--- config.mk ---
export PLATFORM = sky130hd
export DESIGN_NAME = rrt_front
export DESIGN_NICKNAME = d
export VERILOG_FILES = /design/src/rtl/rrt_pkg.sv /design/src/rtl/rrt_front.sv
export SDC_FILE = /design/constraint.sdc
export NUM_CORES = 1
export LEC_CHECK = 0
export BUFFER_PORTS_ARGS = -buffer_cell sky130_fd_sc_hd__buf_2
export CORE_ASPECT_RATIO = 0.7
export CORE_UTILIZATION = 47
export CTS_CLUSTER_SIZE = 16
export DETAILED_ROUTE_END_ITERATION = 12
export HOLD_SLACK_MARGIN = 0.05
export PLACE_DENSITY = 0.76
export SLEW_MARGIN = 40
export SYNTH_ARGS = -nofsm -noshare
export SYNTH_HDL_FRONTEND = slang
export SYNTH_SLANG_ARGS = --single-unit
export TNS_END_PERCENT = 50
--- constraint.sdc ---
create_clock -name i_clk -period 2.9 [get_ports i_clk]
set_input_delay 0.58 -clock i_clk [delete_from_list [all_inputs] [get_ports i_clk]]
set_output_delay 0.58 -clock i_clk [all_outputs]
set_load 0.1 [all_outputs]
--- src/rtl/rrt_pkg.sv ---
// shared types and constants of the tree extension planner
package rrt_pkg;

    localparam int CRD_W  = 16;
    localparam int LIM_W  = 7;
    localparam int ADDR_W = 5;
    localparam int DATA_W = 32;
    localparam int D2_W   = 34;

    typedef logic [2:0][CRD_W-1:0] t_vec3;

    typedef struct packed {
        t_vec3            start;
        t_vec3            goal;
        logic [CRD_W-1:0] step;
        logic [5:0]       max_vert;
    } t_cfg;

    localparam logic [1:0] K_NODE = 2'd0;
    localparam logic [1:0] K_PATH = 2'd1;
    localparam logic [1:0] K_FAIL = 2'd2;

    localparam logic [2:0] REG_START_X = 3'd0;
    localparam logic [2:0] REG_START_Y = 3'd1;
    localparam logic [2:0] REG_START_Z = 3'd2;
    localparam logic [2:0] REG_GOAL_X  = 3'd3;
    localparam logic [2:0] REG_GOAL_Y  = 3'd4;
    localparam logic [2:0] REG_GOAL_Z  = 3'd5;
    localparam logic [2:0] REG_STEP    = 3'd6;
    localparam logic [2:0] REG_MAX_V   = 3'd7;

    typedef enum logic [3:0] {
        S_IDLE,
        S_SCAN,
        S_SQRT,
        S_MUL,
        S_DIV,
        S_STORE,
        S_GSQ,
        S_GCMP,
        S_OUT_NODE,
        S_OUT_FAIL,
        S_PATH_GOAL,
        S_PATH_RD,
        S_PATH_OUT
    } t_state;

endpackage

--- src/rtl/rrt_front.sv ---
// sample intake: masks coordinates and queues items for the engine
module rrt_front #(
    parameter int COORD_WIDTH = 16
) (
    input  logic                 i_clk,
    input  logic                 i_rst_n,
    input  logic                 i_valid,
    output logic                 o_ready,
    input  rrt_pkg::t_vec3       i_smp,
    output logic                 o_vld,
    output rrt_pkg::t_vec3       o_smp,
    input  logic                 i_pop
);

    localparam int CWE = (COORD_WIDTH < rrt_pkg::CRD_W) ? COORD_WIDTH : rrt_pkg::CRD_W;
    localparam logic [rrt_pkg::CRD_W-1:0] MASK =
        rrt_pkg::CRD_W'((17'd1 << CWE) - 17'd1);

    rrt_pkg::t_vec3 r_q [2];
    logic           r_wp;
    logic           r_rp;
    logic [1:0]     r_cnt;
    logic           push;
    logic           pop;
    rrt_pkg::t_vec3 masked;

    always_comb begin
        for (int k = 0; k < 3; k++) begin
            masked[k] = i_smp[k] & MASK;
        end
    end

    assign o_ready = (r_cnt != 2'd2);
    assign o_vld   = (r_cnt != 2'd0);
    assign o_smp   = r_q[r_rp];
    assign push    = i_valid && o_ready;
    assign pop     = i_pop && o_vld;

    always_ff @(posedge i_clk) begin
        if (!i_rst_n) begin
            r_wp  <= 1'b0;
            r_rp  <= 1'b0;
            r_cnt <= 2'd0;
        end else begin
            if (push) begin
                r_wp <= ~r_wp;
            end
            if (pop) begin
                r_rp <= ~r_rp;
            end
            r_cnt <= r_cnt + 2'(push) - 2'(pop);
        end
    end

    always_ff @(posedge i_clk) begin
        if (push) begin
            r_q[r_wp] <= masked;
        end
    end

endmodule

==> results.txt <==
- Outcome: completed
- #FFs+latches synth: 101
- Setup Crit Path Kind: reg -> out
- For this block, the routed nets add up to between 6000 and 7000 um of wire.
* Wire length of the first global-routing pass: ~9400 um
* Final HPWL from detailed placement: 4003 um
- In this run the worst path has a maximum fanout of 34.
- The clock passes through at most 2 buffers.
- Measured against its own limit, the worst slew margin works out to 56.12%.
- The final critical path takes up 81.63% of the cycle.
* Register-to-Register Path Depth: 3
* Setup ws final: 0.5326 ns
- Clock input transition at the sequential cells of the worst setup and hold paths: approximately 0.07 ns
- After synthesis, the netlist uses 18 different library cells.
- Dividing the detail-routed wire length by the instance count gives 15.69 um.
- The die covers 0.008403 mm2.
- For this configuration, the core starts out at a cell density of 50.03%.
- Share of final-layout standard cells stronger than drive strength 1: 59.17%
- Count of final max-slew check failures: 0
- Setup skew after layout: roughly 0.0056 ns
- The number of nets in the synthesized netlist is 227.
- Sequential-to-total area share from yosys stat: 78.99%
* Count of buffers from port buffering: about 100
- For this block, the initial DRC count from the detailed router was 40.
* Endpoints failing setup: 0
- Clock tree synthesis selected as its root buffer the cell clkbuf_16.
* Net count, final: 338
- Standard-cell row count: 26
- Across the run, the number of max-cap violations was 0.
- The detail route stage leaves a number of antenna-violating nets equal to 0.
* Placed insts: 371
- Final GP Congestion: 0.6955
- Clk Latency, worst-skew pair: around 0.33 ns
- Startpoint type of the worst setup path: flop
- The via count of the first global-routing pass came to 1,937.
- CP endpoint kind: primary output
- Most frequent cells after synthesis: edfxtp_1 (96), mux2_2 (28), mux2_4 (20)
- Clock sinks: a little over 100
- Pre-antenna DRT Iters: 4
- GRT Overall Usage: 15.36%
* DIE HEIGHT: 77.00 um
* Cell with the most instances after synthesis: edfxtp_1
- CORE AREA: 0.007547 mm2
* Number of antenna violations at the first check in global routing: 0
- For the worst setup path, the data required time is 2.32 ns.
- In the synthesized netlist, the number of instances is 173.
* Via density per instance: 4.860
- The finished cells cover approximately 0.0047 mm2.
* Reg-to-reg critical path endpoint: r_q[1][46]
- During I/O placement, the number of pins put on the boundary was 102.
* Area Overhead vs Synth: 24.65%
- Clock buffer count from CTS: 9
* Transition time of the tightest slew-check pin: 0.6582 ns
- Summing every instance area after synthesis gives approximately 0.0038 mm2.
* Number of hold buffers added after cts: 0
- The worst register-to-register path begins at r_cnt[0].
- Top cells by area in the synthesized netlist: edfxtp_1 (76%), mux2_2 (8.3%), mux2_4 (8.0%)
- Setup TNS Final: 0 ns
- Critical path destination: o_smp[25]
- Max frequency: 422.4 MHz
- Critical Path AT: 1.79 ns
* Die boundary width: around 110 um
* Number of endpoints with negative hold slack in the final report: 0
- Setup slack on the worst reg-to-reg path comes out at 1.19 ns.
- Of all flip-flops after synthesis, the portion carrying an async set or reset was 0%.
* Total vias in the final route: 1,881
- TritonCTS clock tree: yes
* Worst Setup Slack post-DPL: 0.8578 ns
- Setup repair after global routing left no endpoint under its margin.
- Ant diodes: 0
* Post-synthesis cell type with the largest combined area: edfxtp_1
* Final critical-path required period: 2.367 ns
- After synthesis, the mean cell area works out to 21.83 um2.
* Non-filler instance count after layout: a little under 400
* Number of resized instances in the post-cts repair step: 0
- During synthesis, Yosys emitted a total of 0 warnings.
- The worst hold path belongs to the class in -> reg.
- The startpoint identified for the worst hold timing path is i_smp[43].
- Largest net degree at the start of global routing: between 40 and 50
- For this run the aggregate overflow at the end of global routing stands at 0.
- Counting flops with a built-in enable in the synthesized netlist gives 96.
- Post CTS Setup Buffer Count: 0
* Drt drc: 0
* Placed Area: 0.004413 mm2
* Primary FF master, synth: edfxtp_1
- Share of the synthesized area in the top cell type: 76.34%
- Number of H-tree levels: 3
## sequential cells by signal (all words and copies together), names as in the netlist, named ones only
register / flops
r_q: 96
r_cnt: 2
r_rp: 1
r_wp: 1
## layout by cell type (no fill, tap or decap), types with 2 or more instances in the layout
cell	instances
buf_2	101
edfxtp_1	96
mux2_2	28
mux2_4	20
clkbuf_16	9
dfxtp_1	4
xnor2_1	3
clkinvlp_4	3
buf_4	3
nand2b_1	2
nand2_1	2
nor2b_1	2
and2_1	2
ha_1	2
clkbuf_1	2
## kinds of logic after synthesis
logic type                 Yosys count  share of synthesized area [%]
DFF                                101                          78.99
muxes                               49                          16.57
and+or+nand+nor                     11                          1.624
buffers and inverters                6                          1.259
xor gates and xnor gates             3                         0.6960
adders and majority gates            2                         0.6626
AOI/OAI and AO/OA                    1                         0.1989
## area by class of cell
cell class	count	area, um2
Timing Repair Buffer	105	548.0
Inverter	1	3.754
Sequential cell	101	2984
Clock buffer	11	232.7
Fill cell	566	2840
Tap cell	98	122.6
Clock inverter	5	61.31
Multi-Input combinational cell	66	754.5
## worst min-delay path by stage
stage / to / slack, ns / cells after the start
final: r_q[1][43] / 0.44 / 1
after global routing: r_q[1][13] / 0.42 / 1
after CTS: r_q[0][20] / 0.42 / 1
after detailed placement: r_wp / 0.54 / 2
after global placement: r_wp / 0.51 / 2
after floorplan: r_wp / 0.49 / 2
## critical path: stages (launching register included)
cell	delay, ns
dfxtp_2	0.32
buf_4	0.42
mux2_2	0.40
buf_2	0.29
## stage by stage
step	hold WS [ns]	util, %
2_1_floorplan	0.4883	-
3_3_place_gp	0.5083	58.47
3_5_place_dp	0.5391	58.47
4_1_cts	0.4228	62.37
5_1_grt	0.4225	62.37
6_report	0.4362	62.37
## metal layers
layer / vias up / wire length [um] / track usage (%)
li1: 895 / - / -
met1: 899 / 2719 / 20.79
met2: 80 / 2807 / 23.14
met3: 7 / 487 / 5.527
met4: 0 / 57 / 4.865
met5: - / 0 / 0
Power is not shown: default switching activity piles up to over one toggle a cycle in this logic, so the estimate is an artifact.
